File: src/sv/adc_request_sequencer_defines.svh
// ----------------------------------------------------------------------------
// ADC request sequencer assertion macros
// Concurrent checks clocked on clk and disabled while rst_n is low.
// ----------------------------------------------------------------------------
`ifndef ADC_REQUEST_SEQUENCER_DEFINES_SVH
`define ADC_REQUEST_SEQUENCER_DEFINES_SVH

// Check that cons holds in the same cycle as ante.
`define ADCRS_ASSERT_SAME(label, ante, cons, msg) \
    label: assert property (@(posedge clk) disable iff (!rst_n) (ante) |-> (cons)) \
        else $error(msg);

// Check that cons holds in the cycle after ante.
`define ADCRS_ASSERT_NEXT(label, ante, cons, msg) \
    label: assert property (@(posedge clk) disable iff (!rst_n) (ante) |=> (cons)) \
        else $error(msg);

`endif

File: src/sv/adcrs_pkg.sv
// ----------------------------------------------------------------------------
// ADC request sequencer package
// Operation and result codes, phase encoding and shared structs.
// ----------------------------------------------------------------------------
package adcrs_pkg;

    // Input operation codes
    localparam logic [1:0] OP_START   = 2'd0;
    localparam logic [1:0] OP_REQUEST = 2'd1;
    localparam logic [1:0] OP_SAMPLE  = 2'd2;

    // Result kinds
    localparam logic [2:0] KIND_START_REJECT = 3'd0;
    localparam logic [2:0] KIND_START_ACCEPT = 3'd1;
    localparam logic [2:0] KIND_SETUP        = 3'd2;
    localparam logic [2:0] KIND_DATA         = 3'd3;
    localparam logic [2:0] KIND_BAD_REQUEST  = 3'd4;
    localparam logic [2:0] KIND_DROPPED      = 3'd5;

    // Configuration register indexes
    localparam logic CFG_ENABLE_PINS  = 1'b0;
    localparam logic CFG_ADDRESS_PINS = 1'b1;

    localparam logic [4:0] NO_PIN  = 5'd16;
    localparam logic [5:0] NO_ADDR = 6'd32;

    typedef enum logic [2:0] {
        PH_IDLE = 3'b001,
        PH_REQ  = 3'b010,
        PH_SAMP = 3'b100
    } phase_t;

    // Fields of one packed request word
    typedef struct packed {
        logic [15:0] mask;
        logic [3:0]  count;
        logic [3:0]  enable;
        logic [4:0]  address;
        logic        mux_sel;
        logic        sweep;
    } req_fields_t;

    // Decoded and checked request
    typedef struct packed {
        req_fields_t f;
        logic        sum_mode;
        logic        bad;
        logic [4:0]  release_pin;
        logic [4:0]  assert_pin;
        logic [5:0]  mux_address;
    } req_dec_t;

    // One result item
    typedef struct packed {
        logic [2:0]  kind;
        logic [4:0]  release_pin;
        logic [4:0]  assert_pin;
        logic [5:0]  mux_address;
        logic [15:0] channel_mask;
        logic [3:0]  conversion_count;
        logic        sweep_mode;
        logic [15:0] data_value;
        logic [5:0]  data_index;
        logic        batch_done;
        logic        busy_res;
    } result_t;

endpackage

File: src/sv/adcrs_decode.sv
// ----------------------------------------------------------------------------
// ADC request decoder
// Unpacks a request word, checks it against the wired pins and the free
// store slots, and picks the enable pins to release and assert.
// ----------------------------------------------------------------------------
module adcrs_decode #(
    parameter int DATA_DEPTH      = 64,
    parameter int ENABLE_PINS_MAX = 16,
    parameter int SLOT_W          = 7
) (
    input  logic [31:0]          request_word,
    input  logic [4:0]           enable_pin_count,
    input  logic [2:0]           address_pin_count,
    input  logic [4:0]           previous_enable,
    input  logic [SLOT_W-1:0]    next_data_slot,
    output adcrs_pkg::req_dec_t  dec
);

    localparam int CHK_W = $clog2(DATA_DEPTH + 17);
    localparam logic [4:0] EN_MAX = 5'(ENABLE_PINS_MAX);

    adcrs_pkg::req_fields_t f;
    logic [4:0]       need;
    logic [4:0]       en_lim;
    logic             en_bad;
    logic             addr_bad;
    logic             depth_bad;
    logic [CHK_W-1:0] fill;

    assign f = adcrs_pkg::req_fields_t'({request_word[31:16], request_word[15:12],
                                         request_word[11:8], request_word[6:2],
                                         request_word[1], request_word[0]});

    always_comb
    begin
        dec          = '0;
        dec.f        = f;
        dec.sum_mode = !f.sweep && (f.count != 4'd0);

        // a summed request stores one word, any other one word per sample
        need   = dec.sum_mode ? 5'd1 : ({1'b0, f.count} + 5'd1);
        en_lim = (enable_pin_count < EN_MAX) ? enable_pin_count : EN_MAX;
        en_bad = ({1'b0, f.enable} >= en_lim);
        addr_bad  = (({3'b000, f.address} >> address_pin_count) != 8'd0);
        fill      = CHK_W'(next_data_slot) + CHK_W'(need);
        depth_bad = (fill > CHK_W'(DATA_DEPTH));

        dec.bad = (request_word == 32'd0) || (f.mux_sel && (en_bad || addr_bad)) || depth_bad;

        dec.release_pin = adcrs_pkg::NO_PIN;
        dec.assert_pin  = adcrs_pkg::NO_PIN;
        dec.mux_address = adcrs_pkg::NO_ADDR;
        if (f.mux_sel)
        begin
            dec.mux_address = {1'b0, f.address};
            // break before make: release the old pin only on a change
            if ({1'b0, f.enable} != previous_enable)
            begin
                dec.release_pin = (previous_enable < EN_MAX) ? previous_enable
                                                             : adcrs_pkg::NO_PIN;
                dec.assert_pin  = {1'b0, f.enable};
            end
        end
    end

endmodule

File: src/sv/adc_request_sequencer.sv
// ----------------------------------------------------------------------------
// ADC request sequencer
// Opens request batches, decodes and checks request words, drives the mux
// pin sequence and sums or forwards ADC samples into indexed data words.
// ----------------------------------------------------------------------------
// A result, where one is produced, is registered when its request is accepted and is valid in the next cycle.
// Throughput: one request per cycle; the single result register sets it,
//   and in_ready drops only while a held result is not taken.
// A non-final sample of a summed conversion produces no result.
// Reset (rst_n low, asynchronous): idle, no batch, config registers zero,
//   no enable pin asserted, result register empty.
`include "adc_request_sequencer_defines.svh"

module adc_request_sequencer #(
    parameter int DATA_DEPTH      = 64,
    parameter int SAMPLE_BITS     = 12,
    parameter int ENABLE_PINS_MAX = 16
) (
    input  logic        clk,
    input  logic        rst_n,

    // configuration write channel
    input  logic        cfg_valid,
    output logic        cfg_ready,
    input  logic        cfg_index,
    input  logic [4:0]  cfg_data,

    // request channel
    input  logic        in_valid,
    output logic        in_ready,
    input  logic [1:0]  op,
    input  logic [7:0]  num_reads,
    input  logic [31:0] request_word,
    input  logic [11:0] sample,

    // result channel
    output logic        out_valid,
    input  logic        out_ready,
    output logic [2:0]  kind,
    output logic [4:0]  release_pin,
    output logic [4:0]  assert_pin,
    output logic [5:0]  mux_address,
    output logic [15:0] channel_mask,
    output logic [3:0]  conversion_count,
    output logic        sweep_mode,
    output logic [15:0] data_value,
    output logic [5:0]  data_index,
    output logic        batch_done,
    output logic        busy_res
);

    // next_data_slot must reach DATA_DEPTH itself
    localparam int SLOT_W = $clog2(DATA_DEPTH + 1);
    // sample port is 12 bits; use at most SAMPLE_BITS of them
    localparam int SMP_W  = (SAMPLE_BITS < 12) ? SAMPLE_BITS : 12;

    // ------------------------------------------------------------------
    // State
    // ------------------------------------------------------------------
    logic [4:0]          enable_pin_count_reg;
    logic [2:0]          address_pin_count_reg;

    adcrs_pkg::phase_t   phase_reg, phase_next;
    logic [7:0]          batch_length_reg, batch_length_next;
    logic [7:0]          requests_done_reg, requests_done_next;
    logic [SLOT_W-1:0]   next_data_slot_reg, next_data_slot_next;
    logic [4:0]          samples_left_reg, samples_left_next;
    logic [15:0]         running_sum_reg, running_sum_next;
    logic                summing_mode_reg, summing_mode_next;
    logic [4:0]          previous_enable_reg, previous_enable_next;

    logic                out_valid_reg, out_valid_next;
    adcrs_pkg::result_t  result_reg, result_next;

    logic                in_fire;
    logic                emit;
    adcrs_pkg::req_dec_t dec;

    // Accept a new request whenever the result register is free or draining.
    assign in_ready  = !out_valid_reg || out_ready;
    assign in_fire   = in_valid && in_ready;
    assign cfg_ready = 1'b1;

    // ------------------------------------------------------------------
    // Request word decode and checks
    // ------------------------------------------------------------------
    adcrs_decode #(
        .DATA_DEPTH      (DATA_DEPTH),
        .ENABLE_PINS_MAX (ENABLE_PINS_MAX),
        .SLOT_W          (SLOT_W)
    ) u_decode (
        .request_word      (request_word),
        .enable_pin_count  (enable_pin_count_reg),
        .address_pin_count (address_pin_count_reg),
        .previous_enable   (previous_enable_reg),
        .next_data_slot    (next_data_slot_reg),
        .dec               (dec)
    );

    // ------------------------------------------------------------------
    // Next state and result
    // ------------------------------------------------------------------
    always_comb
    begin
        logic        busy;
        logic [7:0]  done_inc;
        logic        more;
        logic [4:0]  left;
        logic        last;
        logic [15:0] smp;
        logic [15:0] sum;

        busy     = (requests_done_reg < batch_length_reg);
        done_inc = requests_done_reg + 8'd1;
        more     = (done_inc < batch_length_reg);
        left     = samples_left_reg - 5'd1;
        last     = (left == 5'd0);
        smp      = 16'(sample[SMP_W-1:0]);
        sum      = running_sum_reg + smp;

        phase_next           = phase_reg;
        batch_length_next    = batch_length_reg;
        requests_done_next   = requests_done_reg;
        next_data_slot_next  = next_data_slot_reg;
        samples_left_next    = samples_left_reg;
        running_sum_next     = running_sum_reg;
        summing_mode_next    = summing_mode_reg;
        previous_enable_next = previous_enable_reg;

        // idle fields hold fixed values; busy reflects state after the request
        result_next             = '0;
        result_next.kind        = adcrs_pkg::KIND_DROPPED;
        result_next.release_pin = adcrs_pkg::NO_PIN;
        result_next.assert_pin  = adcrs_pkg::NO_PIN;
        result_next.mux_address = adcrs_pkg::NO_ADDR;
        result_next.busy_res    = busy;
        emit                    = in_fire;

        if (in_fire)
        begin
            case (op)
                adcrs_pkg::OP_START:
                begin
                    if ((num_reads == 8'd0) || busy)
                    begin
                        result_next.kind = adcrs_pkg::KIND_START_REJECT;
                    end
                    else
                    begin
                        // open a new batch; pin history carries over
                        batch_length_next   = num_reads;
                        requests_done_next  = 8'd0;
                        next_data_slot_next = '0;
                        samples_left_next   = 5'd0;
                        running_sum_next    = 16'd0;
                        summing_mode_next   = 1'b0;
                        phase_next          = adcrs_pkg::PH_REQ;
                        result_next.kind     = adcrs_pkg::KIND_START_ACCEPT;
                        result_next.busy_res = 1'b1;
                    end
                end
                adcrs_pkg::OP_REQUEST:
                begin
                    if (phase_reg != adcrs_pkg::PH_REQ)
                    begin
                        result_next.kind = adcrs_pkg::KIND_DROPPED;
                    end
                    else if (dec.bad)
                    begin
                        // count it as done, no data, leave mux pins alone
                        requests_done_next   = done_inc;
                        phase_next           = more ? adcrs_pkg::PH_REQ : adcrs_pkg::PH_IDLE;
                        result_next.kind     = adcrs_pkg::KIND_BAD_REQUEST;
                        result_next.busy_res = more;
                    end
                    else
                    begin
                        result_next.kind        = adcrs_pkg::KIND_SETUP;
                        result_next.release_pin = dec.release_pin;
                        result_next.assert_pin  = dec.assert_pin;
                        result_next.mux_address = dec.mux_address;
                        result_next.channel_mask     = dec.f.mask;
                        result_next.conversion_count = dec.f.sweep ? 4'd0 : dec.f.count;
                        result_next.sweep_mode       = dec.f.sweep;
                        result_next.busy_res         = 1'b1;
                        if (dec.f.mux_sel)
                        begin
                            previous_enable_next = {1'b0, dec.f.enable};
                        end
                        summing_mode_next = dec.sum_mode;
                        samples_left_next = {1'b0, dec.f.count} + 5'd1;
                        running_sum_next  = 16'd0;
                        phase_next        = adcrs_pkg::PH_SAMP;
                    end
                end
                adcrs_pkg::OP_SAMPLE:
                begin
                    if (phase_reg == adcrs_pkg::PH_SAMP)
                    begin
                        samples_left_next = left;
                        if (summing_mode_reg)
                        begin
                            running_sum_next = sum;
                        end
                        if (summing_mode_reg && !last)
                        begin
                            // accumulate silently until the last sample
                            emit = 1'b0;
                        end
                        else
                        begin
                            next_data_slot_next = next_data_slot_reg + SLOT_W'(1);
                            if (last)
                            begin
                                requests_done_next = done_inc;
                                phase_next = more ? adcrs_pkg::PH_REQ : adcrs_pkg::PH_IDLE;
                            end
                            result_next.kind       = adcrs_pkg::KIND_DATA;
                            result_next.data_value = summing_mode_reg ? sum : smp;
                            result_next.data_index = 6'(next_data_slot_reg);
                            result_next.batch_done = last && !more;
                            result_next.busy_res   = last ? more : busy;
                        end
                    end
                    else
                    begin
                        result_next.kind = adcrs_pkg::KIND_DROPPED;
                    end
                end
                default:
                begin
                    result_next.kind = adcrs_pkg::KIND_DROPPED;
                end
            endcase
        end

        // hold a result until taken, load a new one when produced
        if (emit)
        begin
            out_valid_next = 1'b1;
        end
        else if (out_ready)
        begin
            out_valid_next = 1'b0;
        end
        else
        begin
            out_valid_next = out_valid_reg;
        end
    end

    // ------------------------------------------------------------------
    // Registers
    // ------------------------------------------------------------------
    always_ff @(posedge clk or negedge rst_n)
    begin
        if (!rst_n)
        begin
            enable_pin_count_reg  <= 5'd0;
            address_pin_count_reg <= 3'd0;
        end
        else if (cfg_valid && cfg_ready)
        begin
            case (cfg_index)
                adcrs_pkg::CFG_ENABLE_PINS:  enable_pin_count_reg  <= cfg_data;
                adcrs_pkg::CFG_ADDRESS_PINS: address_pin_count_reg <= cfg_data[2:0];
                default:                     enable_pin_count_reg  <= enable_pin_count_reg;
            endcase
        end
    end

    always_ff @(posedge clk or negedge rst_n)
    begin
        if (!rst_n)
        begin
            phase_reg           <= adcrs_pkg::PH_IDLE;
            batch_length_reg    <= 8'd0;
            requests_done_reg   <= 8'd0;
            next_data_slot_reg  <= '0;
            samples_left_reg    <= 5'd0;
            running_sum_reg     <= 16'd0;
            summing_mode_reg    <= 1'b0;
            previous_enable_reg <= adcrs_pkg::NO_PIN;
            out_valid_reg       <= 1'b0;
        end
        else
        begin
            phase_reg           <= phase_next;
            batch_length_reg    <= batch_length_next;
            requests_done_reg   <= requests_done_next;
            next_data_slot_reg  <= next_data_slot_next;
            samples_left_reg    <= samples_left_next;
            running_sum_reg     <= running_sum_next;
            summing_mode_reg    <= summing_mode_next;
            previous_enable_reg <= previous_enable_next;
            out_valid_reg       <= out_valid_next;
        end
    end

    // result payload: load only when a new result is produced
    always_ff @(posedge clk)
    begin
        if (emit)
        begin
            result_reg <= result_next;
        end
    end

    // ------------------------------------------------------------------
    // Outputs
    // ------------------------------------------------------------------
    assign out_valid        = out_valid_reg;
    assign kind             = result_reg.kind;
    assign release_pin      = result_reg.release_pin;
    assign assert_pin       = result_reg.assert_pin;
    assign mux_address      = result_reg.mux_address;
    assign channel_mask     = result_reg.channel_mask;
    assign conversion_count = result_reg.conversion_count;
    assign sweep_mode       = result_reg.sweep_mode;
    assign data_value       = result_reg.data_value;
    assign data_index       = result_reg.data_index;
    assign batch_done       = result_reg.batch_done;
    assign busy_res         = result_reg.busy_res;

    // ------------------------------------------------------------------
    // Assertions
    // ------------------------------------------------------------------
    `ADCRS_ASSERT_SAME(a_samp_busy, phase_reg == adcrs_pkg::PH_SAMP, (requests_done_reg < batch_length_reg) && (samples_left_reg != 5'd0), "sample phase without an open request")
    `ADCRS_ASSERT_SAME(a_slot_bound, 1'b1, next_data_slot_reg <= SLOT_W'(DATA_DEPTH), "data slot beyond store depth")
    `ADCRS_ASSERT_SAME(a_done_idle, out_valid && (kind == adcrs_pkg::KIND_DATA) && batch_done, !busy_res && (phase_reg == adcrs_pkg::PH_IDLE), "batch done while still busy")
    `ADCRS_ASSERT_NEXT(a_start_req, in_fire && (op == adcrs_pkg::OP_START) && (num_reads != 8'd0) && (requests_done_reg >= batch_length_reg), phase_reg == adcrs_pkg::PH_REQ, "accepted start did not open a batch")

endmodule
File: config.mk
export PLATFORM = sky130hd
export DESIGN_NAME = adc_request_sequencer
export DESIGN_NICKNAME = d
export VERILOG_FILES = /design/src/sv/adcrs_pkg.sv /design/src/sv/adcrs_decode.sv /design/src/sv/adc_request_sequencer.sv
export VERILOG_INCLUDE_DIRS = /design/src /design/src/sv
export SDC_FILE = /design/constraint.sdc
export NUM_CORES = 1
export LEC_CHECK = 0
export BUFFER_PORTS_ARGS = -buffer_cell sky130_fd_sc_hd__buf_4
export CAP_MARGIN = 20
export CORE_ASPECT_RATIO = 0.9
export CORE_MARGIN = 1
export CORE_UTILIZATION = 45
export CTS_BUF_LIST = sky130_fd_sc_hd__clkbuf_8
export CTS_CLUSTER_DIAMETER = 30
export DETAILED_ROUTE_END_ITERATION = 10
export PLACE_DENSITY = 0.78
export SKIP_LAST_GASP = 1
export SYNTH_ARGS = -nofsm -noshare
export SYNTH_HDL_FRONTEND = slang
export SYNTH_HIERARCHICAL = 1
export SYNTH_SLANG_ARGS = --single-unit
export TNS_END_PERCENT = 30
File: constraint.sdc
create_clock -name clk -period 4.15 [get_ports clk]
set_clock_uncertainty 0.1 [all_clocks]
set_input_delay 0.415 -clock clk [delete_from_list [all_inputs] [get_ports clk]]
set_output_delay 0.415 -clock clk [all_outputs]
set_load 0.02 [all_outputs]
# --- Word-level counts from Yosys, hierarchy flattened ---
# Cells that the tools add are included.
word_totals:
  out_inout_bits: 67
  word_cells: 164
  inputBits: 65
  reg_bits: 126
op_classes:
  order_cmp: 6
  n_bitwise: 12
  n_shift: 1
  n_addsub: 6
  n_reduce_logical: 41
  eq_ne: 13
  mux: 60
ops:
  columns: ["op", "count"]
  rows:
  - ["$mux W16", 7]
  - ["$mux W24", 2]
  - ["$mux W8", 6]
  - ["$pmux W16 S3", 1]
  - ["$mux W5", 7]
  - ["$logic_not A32 Y1", 1]
  - ["$mux W3", 10]
  - ["$pmux W8 S3", 1]
  - ["$mux W7", 3]
  - ["$pmux W3 S3", 2]
  - ["$add A16 B12 Y16", 1]
  - ["$lt A8 B8 Y1", 2]
  - ["$ne A2 B2 Y1 const B", 8]
  - ["$mux W1", 15]
  - ["$pmux W5 S3", 1]
  - ["$reduce_and A5 Y1", 3]
  - ["$reduce_or A5 Y1", 3]
  - ["$pmux W7 S2", 1]
  - ["$reduce_and A7 Y1", 2]
  - ["$not A1 Y1", 12]
  - ["$lt A5 B5 Y1 const B", 2]
  - ["$mux W10", 1]
  - ["$add A8 B1 Y8 const B", 1]
  - ["$logic_not A8 Y1", 1]
  - ["other kinds (31)", 46]

# --- Longest topological paths before layout ---
# Gate-level depths: netlist of the first run.
logic_depth:
  depth_word: 11
  mapped_depth: 18
  ltp_nobuf: 17

# --- Modules after synthesis ---
# The synthesis of the first run kept the hierarchy.
by_module_without_submodules:
  columns: ["module", "area_per_inst_um2", "seq_area_each_um2", "cells_per_inst", "instances"]
  rows:
  - ["adc_request_sequencer", 6701.4, 3475.8, 595, 1]
  - ["adcrs_decode", 937.1, 0.0, 134, 1]

# --- Worst setup path before layout of the first run ---
# Ideal clock, no wire load.
synth_timing:
  kind: "reg2reg"
  start: "register samples_left_reg[0]"
  end: "register result_reg, in the netlist assert_pin[0] (enable)"
  stages_incl_launch_ff: 8
  synth_period_minus_slack_ns: 4.504
  setup_slack_ns: -0.354
  n_path_buf: 0
  t_required_ns: 3.563
  arrival_time_ns: 3.917
  path_cell_list: "dfrtp_1 > inv_1 > ha_1 > xnor2_1 > nand4_1 > nand2_1 > nor2_1 > nor2_1"
synth_via:
  elab_chain_len: 8
synth_rtl:
  columns: ["item", "line", "source"]
  rows:
  - ["start, declared", "adc_request_sequencer.sv:67", "logic [4:0] samples_left_reg, samples_left_next;"]
  - ["start signal, assigned", "adc_request_sequencer.sv:292", "samples_left_reg <= samples_left_next;"]
  - ["$sub A5 B1 Y5", "adc_request_sequencer.sv:116", "left = samples_left_reg - 5'd1;"]
  - ["$logic_not A5 Y1", "adc_request_sequencer.sv:117", "last = (left == 5'd0);"]
  - ["$logic_not A1 Y1", "adc_request_sequencer.sv:205", "if (summing_mode_reg && !last)"]
  - ["$logic_and A1 B1 Y1", "adc_request_sequencer.sv:205", null]
  - ["$mux W1", "adc_request_sequencer.sv:205", null]
  - ["$mux W1", "adc_request_sequencer.sv:198", "if (phase_reg == adcrs_pkg::PH_SAMP)"]
  - ["$mux W1", "adc_request_sequencer.sv:141", "case (op)"]
  - ["$mux W1", "adc_request_sequencer.sv:139", "if (in_fire)"]
  - ["named net emit", "adc_request_sequencer.sv:76", "logic emit;"]
  - ["end signal, assigned", "adc_request_sequencer.sv:305", "result_reg <= result_next;"]
  - ["end, declared", "adc_request_sequencer.sv:73", "adcrs_pkg::result_t result_reg, result_next;"]
# The timed path passes the listed nets, and every way through them passes these cells.
# A chain may end at the register's enable or synchronous reset.

==> reports/qor.tcl, run 1 <==
set qor(worstHoldPathType) {primary input to flip-flop}
set qor(path_class) {primary input to flip-flop}
set qor(worst_slack_ps) 484
set qor(multi_input_comb_area_um2) 3680
set qor(seqCellArea_um2) 3480
set qor(cap_violations) 0
set qor(initial_utilization_pct) 46.6
set qor(cts.reportedPaths.clkPinSlew_ps) 70
set qor(route.final.wire_length_mm) 17.6
set qor(max-vdd-ir-drop_uv) 261
set qor(highest_fanout_seen_on_the_critical_path) 8
set qor(total_leakage_power_nw) 4.00
set qor(flow.area_growth_from_synthesis_pct) 18.5
set qor(synth.avg_cell_area_um2) 10.5
set qor(placement.setup.worst_slack_ps) 87.1
set qor(diodes) 0
set qor(finalSetupViolations) 0
set qor(fin_tns_setup_ps) 0
set qor(post_synth_instance_area_um2) 7600
set qor(max_freq_mhz) 273
set qor(clk_latency_ps) 450
set qor(grt_overflow) 0
set qor(routed-via-count) 5881
set qor(fillerInstances) 1450
set qor(clock_tree_from_tritoncts) {yes}
set qor(antenna_found_initial) 0
set qor(worst_max_slew_pin_slew_ps) 891
set qor(synth_nets) 837
set qor(floorplan.core_area_um2) 16300
set qor(clock_sink_count) 126
set qor(design.portCount) 132
set qor(cp_data_arrival_time_ps) 3890
set qor(post-route-min-period_ps) 3670
set qor(fin_crit_sh_pct) 88.3
set qor(core.rowCount) 44
set qor(status) {finished clean}
set qor(gp_congestion) 0.901
set qor(critical_path.startpoint_type) {primary input}
set qor(post_layout_nonfiller_instances) 1049
set qor(r2r_setup_slack_ps) 750
set qor(drc_errors) 0
set qor(detailedPlacementHpwl_mm) 13.0
set qor(power_per_cell_area_nw_per_um2) 504
set qor(unrepaired_setup_endpoints_after_global_routing) {no}
set qor(routed_wire_length_per_instance_um) 16.8
set qor(grt_usage_pct) 21.4
set qor(clock_tree.root_cell) {clkbuf_8}
set qor(worstSetupEndpointType) {flip-flop}
set qor(die_width_um) 139
set qor(synthCells) 724
set qor(grt_pass1_wl_mm) 29.5
set qor(detail-route-antenna-nets) 0
set qor(die_area_um2) 17400
set qor(post_cts_buffers) 0
set qor(io_buffers) 130
set qor(drv_slew) 0
set qor(numCtsBuffers) 17
set qor(grt_max_degree) 63
set qor(nNetsFinal) 942
set qor(via_count_of_the_first_global_routing_pass) 5879
set qor(post_drt_via_cell_ratio) 5.61
set qor(placed_cells) 1016
set qor(h_tree_depth) 4
set qor(y_dimension_of_the_die_um) 125
set qor(hold_viol_final) 0
set qor(cts-root-to-sink-buffers) 2
set qor(layout-drive-gt1-share_pct) 24.9
set qor(required_ps) 4380
set qor(dr.pass1.iters) 6
set qor(relative_slew_margins_pct) 40.1
set qor(initialDrtViolationCount) 338
set qor(ys_warn_count) 6
[per-layer routing]
| layer | track usage (%) | vias to the layer above | routed length (um) |
|---|---|---|---|
| li1 | - | 2841 | - |
| met1 | 27.9 | 2857 | 7970 |
| met2 | 35.2 | 158 | 8450 |
| met3 | 4.33 | 25 | 837 |
| met4 | 7.91 | 0 | 369 |
| met5 | 0 | - | 0 |
[placed cells by master, fill, tap and decap left out, types with 10 or more instances in the layout]
cell type / n
a21oi_1: 19
and2_1: 23
and3_1: 39
buf_4: 137
clkbuf_8: 18
dfrtp_1: 60
edfxtp_1: 64
ha_1: 46
inv_1: 38
mux2_2: 20
mux2i_1: 10
nand2_1: 50
nand2b_1: 12
nand3_1: 12
nand4_1: 10
nor2_1: 48
o21ai_0: 43
o31ai_1: 11
xnor2_1: 20
[critical path: stages]
cell	delay [ps]
buf_4	130
inv_1	50
ha_1	180
nor3b_1	150
o21ai_0	190
ha_1	220
inv_1	70
fa_1	410
nand2b_1	170
a21oi_1	250
a31oi_1	140
xor2_1	190
o221ai_2	350
nor2_1	110
and2_1	250
nand3_1	240
mux2_2	380
[power by group]
| part | switching, mW | internal (mW) | total (mW) | leakage, nW |
|---|---|---|---|---|
| Sequential | 0.216 | 1.54 | 1.76 | 1.42 |
| Clock | 0.493 | 0.600 | 1.09 | 0.212 |
| Combinational | 0.932 | 0.752 | 1.68 | 2.37 |
| Total | 1.64 | 2.90 | 4.54 | 4.00 |
[path summary, 6_finish.rpt]
path	start	end	cells after the start
min in group asynchronous	rst_n	batch_length_reg[1]	2
worst min register to register	running_sum_reg[0]	running_sum_reg[0]	2
worst min-delay path	num_reads[3]	batch_length_reg[3]	2
worst max-delay path	request_word[12]	previous_enable_reg[2]	17
max in group asynchronous	rst_n	running_sum_reg[6]	2
worst max register to register	next_data_slot_reg[0]	previous_enable_reg[2]	12
[final cells by class]
class                      count  share of cell area [%]
sequential                   126                    38.6
clock buffer                  18                    2.75
timing repair buffer         139                    11.8
multi-input combinational    509                    40.9
inverter                      36                    1.50
clock inverter                14                    1.68
tap                          207                    2.88
[stage by stage]
| step | total power [mW] | utilization (%) | hold WS (ps) | cell area [um^2] |
|---|---|---|---|---|
| 2_1_floorplan | 3.00 | - | 19.4 | 7600 |
| 3_3_place_gp | 3.40 | 52.8 | 380 | 8600 |
| 3_5_place_dp | 3.45 | 52.8 | 375 | 8600 |
| 4_1_cts | 4.56 | 55.3 | 76.4 | 9010 |
| 5_1_grt | 4.84 | 55.3 | 86.4 | 9010 |
| 6_report | 4.54 | 55.3 | 109 | 9010 |
[repair_timing]
action                                 4_1_cts  5_1_grt
hold buffers                                 1        0
gates resized for setup                      0        0
endpoints found under the hold margin       56        0
Note: power is estimated with default switching activity, not from simulation.
==> run 2: changes to the inputs <==
Settings changed: CORE_MARGIN 1 to default, GPL_TIMING_DRIVEN from default to 0.
==> run 2 against run 1 <==
  * The run now ends with design-rule violations, negative hold slack left
  * Combinational power increased by 4%
  * Hold slack got worse by 120 ps
  * Sequential share of layout area decreased by 1.2 points
==> reports/qor.tcl, run 2 (synthesis gave the netlist of run 1 again) <==
set qor(status) {complete, but fails checks}
set qor(numCtsBuffers) 17
set qor(drv_slew) 0
set qor(worst_max_slew_pin_slew_ps) 988
set qor(cts-hold-fix-buffers) 0
set qor(floorplan.core_area_um2) 16300
set qor(worst_slack_ps) 302
set qor(placement.setup.worst_slack_ps) -479
set qor(clock_sink_count) 126
set qor(mostFrequentLayoutCell) {buf_4}
set qor(post-layout-total-power_mw) 4.61
set qor(unrepaired_setup_endpoints_after_global_routing) {no}
set qor(final_area_um2) 9290
set qor(grt_max_degree) 63
set qor(layout-drive-gt1-share_pct) 27.1
set qor(post-route-min-period_ps) 3850
set qor(grt_pass1_wl_mm) 29.5
set qor(diodes) 0
set qor(power_per_cell_area_nw_per_um2) 497
set qor(relative_slew_margins_pct) 34.0
set qor(max_freq_mhz) 260
set qor(core.rowCount) 44
set qor(fillerInstances) 1366
set qor(netSwitchingPower_mw) 1.65
set qor(layout_common_cells) {buf_4, edfxtp_1, dfrtp_1, nand2_1, nor2_1}
set qor(max-vdd-ir-drop_uv) 233
set qor(violations) {design-rule violations, negative hold slack}
set qor(required_ps) 4370
set qor(die_area_um2) 17400
set qor(highest_fanout_seen_on_the_critical_path) 8
set qor(post_cts_buffers) 0
set qor(initialDrtViolationCount) 413
set qor(critical_path.startpoint_type) {primary input}
set qor(io_buffers) 130
set qor(clock_tree.root_cell) {clkbuf_8}
set qor(cp_data_arrival_time_ps) 4070
set qor(design.portCount) 132
set qor(worstHoldPathType) {primary input to async pin}
set qor(fin_crit_sh_pct) 92.7
set qor(cts-root-to-sink-buffers) 2
set qor(routed_wire_length_per_instance_um) 16.8
set qor(p_comb_share_pct) 38.0
set qor(detail-route-antenna-nets) 0
set qor(flow.area_growth_from_synthesis_pct) 22.2
set qor(grt_overflow) 0
set qor(detailedPlacementHpwl_mm) 13.8
set qor(clk_latency_ps) 440
set qor(nNetsFinal) 987
set qor(detailed_place.area_um2) 8860
set qor(sequentialPowerShare_pct) 37.5
set qor(dr.pass1.iters) 8
set qor(p_sw_share_pct) 35.8
set qor(fin_tns_setup_ps) 0
set qor(drc_errors) 6
set qor(cts.reportedPaths.clkPinSlew_ps) 70
set qor(finalSetupViolations) 0
set qor(gp_congestion) 0.874
set qor(cap_violations) 0
set qor(y_dimension_of_the_die_um) 125
set qor(worstSetupEndpointType) {flip-flop}
set qor(via_count_of_the_first_global_routing_pass) 5776
set qor(fin_worst_hold_slack_ps) -8.01
set qor(route.final.wire_length_mm) 18.4
set qor(die_width_um) 139
set qor(grt_usage_pct) 21.7
set qor(total_leakage_power_nw) 4.15
set qor(routed-via-count) 6075
set qor(cts_repair_resize_count) 1
set qor(power_share_of_the_clock_group_pct) 24.5
set qor(clock_tree_from_tritoncts) {yes}
set qor(h_tree_depth) 4
set qor(hold_viol_final) 24
set qor(power.internal_mw) 2.96
set qor(antenna_found_initial) 0
set qor(post_drt_via_cell_ratio) 5.55
set qor(initial_utilization_pct) 46.6
set qor(path_class) {primary input to flip-flop}
## run 2: routing by layer
layer / share of wire [%] / wire length [um] / vias up / track usage (%)
li1: - / - / 2921 / -
met1: 46 / 8390 / 2946 / 29.4
met2: 47 / 8630 / 184 / 34.4
met3: 5.1 / 946 / 24 / 4.86
met4: 2.2 / 403 / 0 / 7.45
met5: 0 / 0 / - / 0
## run 2: area by class of cell
type                            count  area [um^2]  share of cell area (%)
Timing Repair Buffer              131          996                    10.7
Sequential cell                   126         3480                    37.4
Inverter                           36          135                    1.46
Tap cell                          207          259                    2.79
Clock inverter                     15          180                    1.94
Clock buffer                       17          234                    2.52
Multi-Input combinational cell    509         3690                    39.7
Buffer                             53          318                    3.42
## run 2: path summary, 6_finish.rpt
kind	startpoint	to	slack, ps	depth (start not counted)
hold / removal	rst_n	running_sum_reg[13]	-8	1
max in group asynchronous	rst_n	out_valid	3420	1
setup / recovery	request_word[12]	previous_enable_reg[2]	300	18
min in group clk	cfg_data[3]	enable_pin_count_reg[3]	110	2
hold reg to reg	running_sum_reg[2]	running_sum_reg[2]	400	2
setup reg to reg	next_data_slot_reg[0]	previous_enable_reg[2]	470	13
## run 2: power by group through the flow
| stage | combinational (mW) | sequential [mW] | clock [mW] |
|---|---|---|---|
| 2_1_floorplan | 1.26 | 1.74 | 0 |
| 6_report | 1.75 | 1.73 | 1.13 |
| 4_1_cts | 1.74 | 1.73 | 1.15 |
| 3_5_place_dp | 1.73 | 1.75 | 0 |
| 3_3_place_gp | 1.68 | 1.74 | 0 |
| 5_1_grt | 1.95 | 1.76 | 1.20 |
## run 2: critical path, stage by stage
cell	delay, ps
buf_4	110
inv_1	40
ha_1	170
nor3b_2	180
o21ai_0	150
ha_1	190
inv_1	60
fa_1	390
nand2b_1	160
a21oi_1	220
o211ai_1	140
a211oi_2	310
o221ai_2	220
nor2_2	300
and2_1	170
clkbuf_2	210
nand3_1	260
mux2_2	360
## run 2: metrics by stage
stage	cells	util, %
final	1094	57.0
after global routing	1094	57.0
after CTS	1094	57.0
after detailed placement	1062	54.4
after global placement	1061	54.2
after floorplan	724	-
==> run 3: changes to the inputs <==
Settings changed: CORE_UTILIZATION 45 to 25, PLACE_DENSITY 0.78 to 0.51.
Clock period 4.15 ns to 5 ns, I/O delays scaled along.
==> run 3 against run 2 <==
  * The run now ends clean
  * Highest routed layer unchanged
  * Register-to-register slack improved by 610 ps
  * Count of clock-buffer cells in the layout increased by 3
  * Final area increased by 2.8%
  * Largest power group unchanged
  * Die area increased by 79%
  * Total power decreased by 17%
  * Sequential share of layout area decreased by 1.0 points
  * Largest cell class unchanged
  * Setup slack improved by 480 ps
  * Hold slack improved by 77 ps
  * Cell count increased by 18%
  * Clock power decreased by 16%
==> reports/qor.tcl, run 3 (synthesis gave the netlist of run 1 again) <==
set qor(total_leakage_power_nw) 4.14
set qor(hold_viol_final) 0
set qor(post-route-min-period_ps) 4220
set qor(max_freq_mhz) 237
set qor(placement.setup.worst_slack_ps) 291
set qor(clock_tree.root_cell) {clkbuf_8}
set qor(design.portCount) 132
set qor(status) {finished clean}
set qor(fillerInstances) 3132
set qor(final_area_um2) 9550
set qor(post-layout-total-power_mw) 3.85
set qor(unrepaired_setup_endpoints_after_global_routing) {no}
set qor(highest_fanout_seen_on_the_critical_path) 10
set qor(worstHoldPathType) {primary input to async pin}
set qor(max-vdd-ir-drop_uv) 196
set qor(dr.pass1.iters) 4
set qor(layout-drive-gt1-share_pct) 27.4
set qor(numCtsBuffers) 17
set qor(mostFrequentLayoutCell) {buf_4}
set qor(antenna_found_initial) 0
set qor(grt_overflow) 0
set qor(worst_slack_ps) 779
set qor(y_dimension_of_the_die_um) 167
set qor(cts_repair_resize_count) 0
set qor(die_area_um2) 31100
set qor(critical_path.startpoint_type) {primary input}
set qor(cap_violations) 0
set qor(cp_data_arrival_time_ps) 4430
set qor(relative_slew_margins_pct) 31.5
set qor(detailed_place.area_um2) 9140
set qor(detailedPlacementHpwl_mm) 15.5
set qor(layout_common_cells) {buf_4, edfxtp_1, dfrtp_1, nand2_1, nor2_1}
set qor(drc_errors) 0
set qor(fin_crit_sh_pct) 84.4
set qor(multi_input_comb_area_um2) 3680
set qor(diodes) 0
set qor(worst_max_slew_pin_slew_ps) 1020
set qor(seqCellArea_um2) 3480
set qor(grt_max_degree) 63
set qor(grt_pass1_wl_mm) 32.7
set qor(clock_tree_from_tritoncts) {yes}
set qor(worstSetupEndpointType) {flip-flop}
set qor(route.final.wire_length_mm) 20.6
set qor(grt_usage_pct) 13.9
set qor(required_ps) 5210
set qor(finalSetupViolations) 0
set qor(clock_sink_count) 126
set qor(nNetsFinal) 988
set qor(clk_latency_ps) 450
set qor(initial_utilization_pct) 25.4
set qor(detail-route-antenna-nets) 0
set qor(post_drt_via_cell_ratio) 4.54
set qor(path_class) {primary input to flip-flop}
set qor(post_cts_buffers) 0
set qor(cts-root-to-sink-buffers) 2
set qor(io_buffers) 130
set qor(cts-hold-fix-buffers) 0
set qor(drv_slew) 0
set qor(routed_wire_length_per_instance_um) 16.0
set qor(routed-via-count) 5861
set qor(initialDrtViolationCount) 359
set qor(power_per_cell_area_nw_per_um2) 403
set qor(die_width_um) 186
set qor(flow.area_growth_from_synthesis_pct) 25.6
set qor(core.rowCount) 60
set qor(floorplan.core_area_um2) 29900
set qor(h_tree_depth) 4
set qor(via_count_of_the_first_global_routing_pass) 5858
set qor(gp_congestion) 0.784
set qor(cts.reportedPaths.clkPinSlew_ps) 90
[run 3: layer usage]
metal	vias to the layer above	global-route usage (%)	share of wire [%]
met3	21	2.54	3.1
met2	93	21.3	45
met5	-	0	0
li1	2930	-	-
met1	2817	19.3	50
met4	0	5.35	2.4
[run 3: stage by stage]
| step | TNS, ps | instances | hold WS (ps) | utilization, % |
|---|---|---|---|---|
| after floorplan | 0 | 724 | 104 | - |
| after global placement | -78430 | 1257 | 368 | 30.4 |
| after detailed placement | 0 | 1259 | 376 | 30.6 |
| after CTS | 0 | 1291 | 97.5 | 32.0 |
| after global routing | 0 | 1291 | 133 | 32.0 |
| final | 0 | 1291 | 69.3 | 32.0 |
[run 3: worst paths after layout]
kind / to / cells past startpoint / startpoint / slack (ps)
worst max register to register: mux_address[4] / 13 / next_data_slot_reg[0] / 1080
min in group clk: enable_pin_count_reg[4] / 2 / cfg_data[4] / 170
worst max-delay path: mux_address[4] / 16 / request_word[12] / 780
worst min-delay path: running_sum_reg[7] / 1 / rst_n / 70
worst min register to register: running_sum_reg[8] / 2 / running_sum_reg[8] / 390
max in group asynchronous: running_sum_reg[12] / 1 / rst_n / 4130
[run 3: cell type report]
cell class / instances / area share (%)
plain buffers: 53 / 3.33
clock buffers: 20 / 2.88
clock inverters: 12 / 1.42
inverters: 36 / 1.42
multi-input cells: 509 / 38.5
flip-flops and latches: 126 / 36.4
well taps: 403 / 5.28
repair buffers: 132 / 10.7
[run 3: report_power, final]
part / internal [mW] / switching (mW) / leakage, nW
Combinational: 0.641 / 0.819 / 2.52
Sequential: 1.28 / 0.151 / 1.42
Clock: 0.486 / 0.468 / 0.198
Total: 2.41 / 1.44 / 4.14
[run 3: worst max-delay path: stages]
cell and delay (ps):
buf_4 130, inv_1 50, ha_1 130, nor3b_1 380, o21ai_0 230, fa_1 460
nand2b_1 160, a21oi_1 240, o211ai_1 160, a211oi_2 300, o221ai_2 230, nor2_1 440
and2_1 190, clkbuf_2 230, clkbuf_1 340, and3_1 260
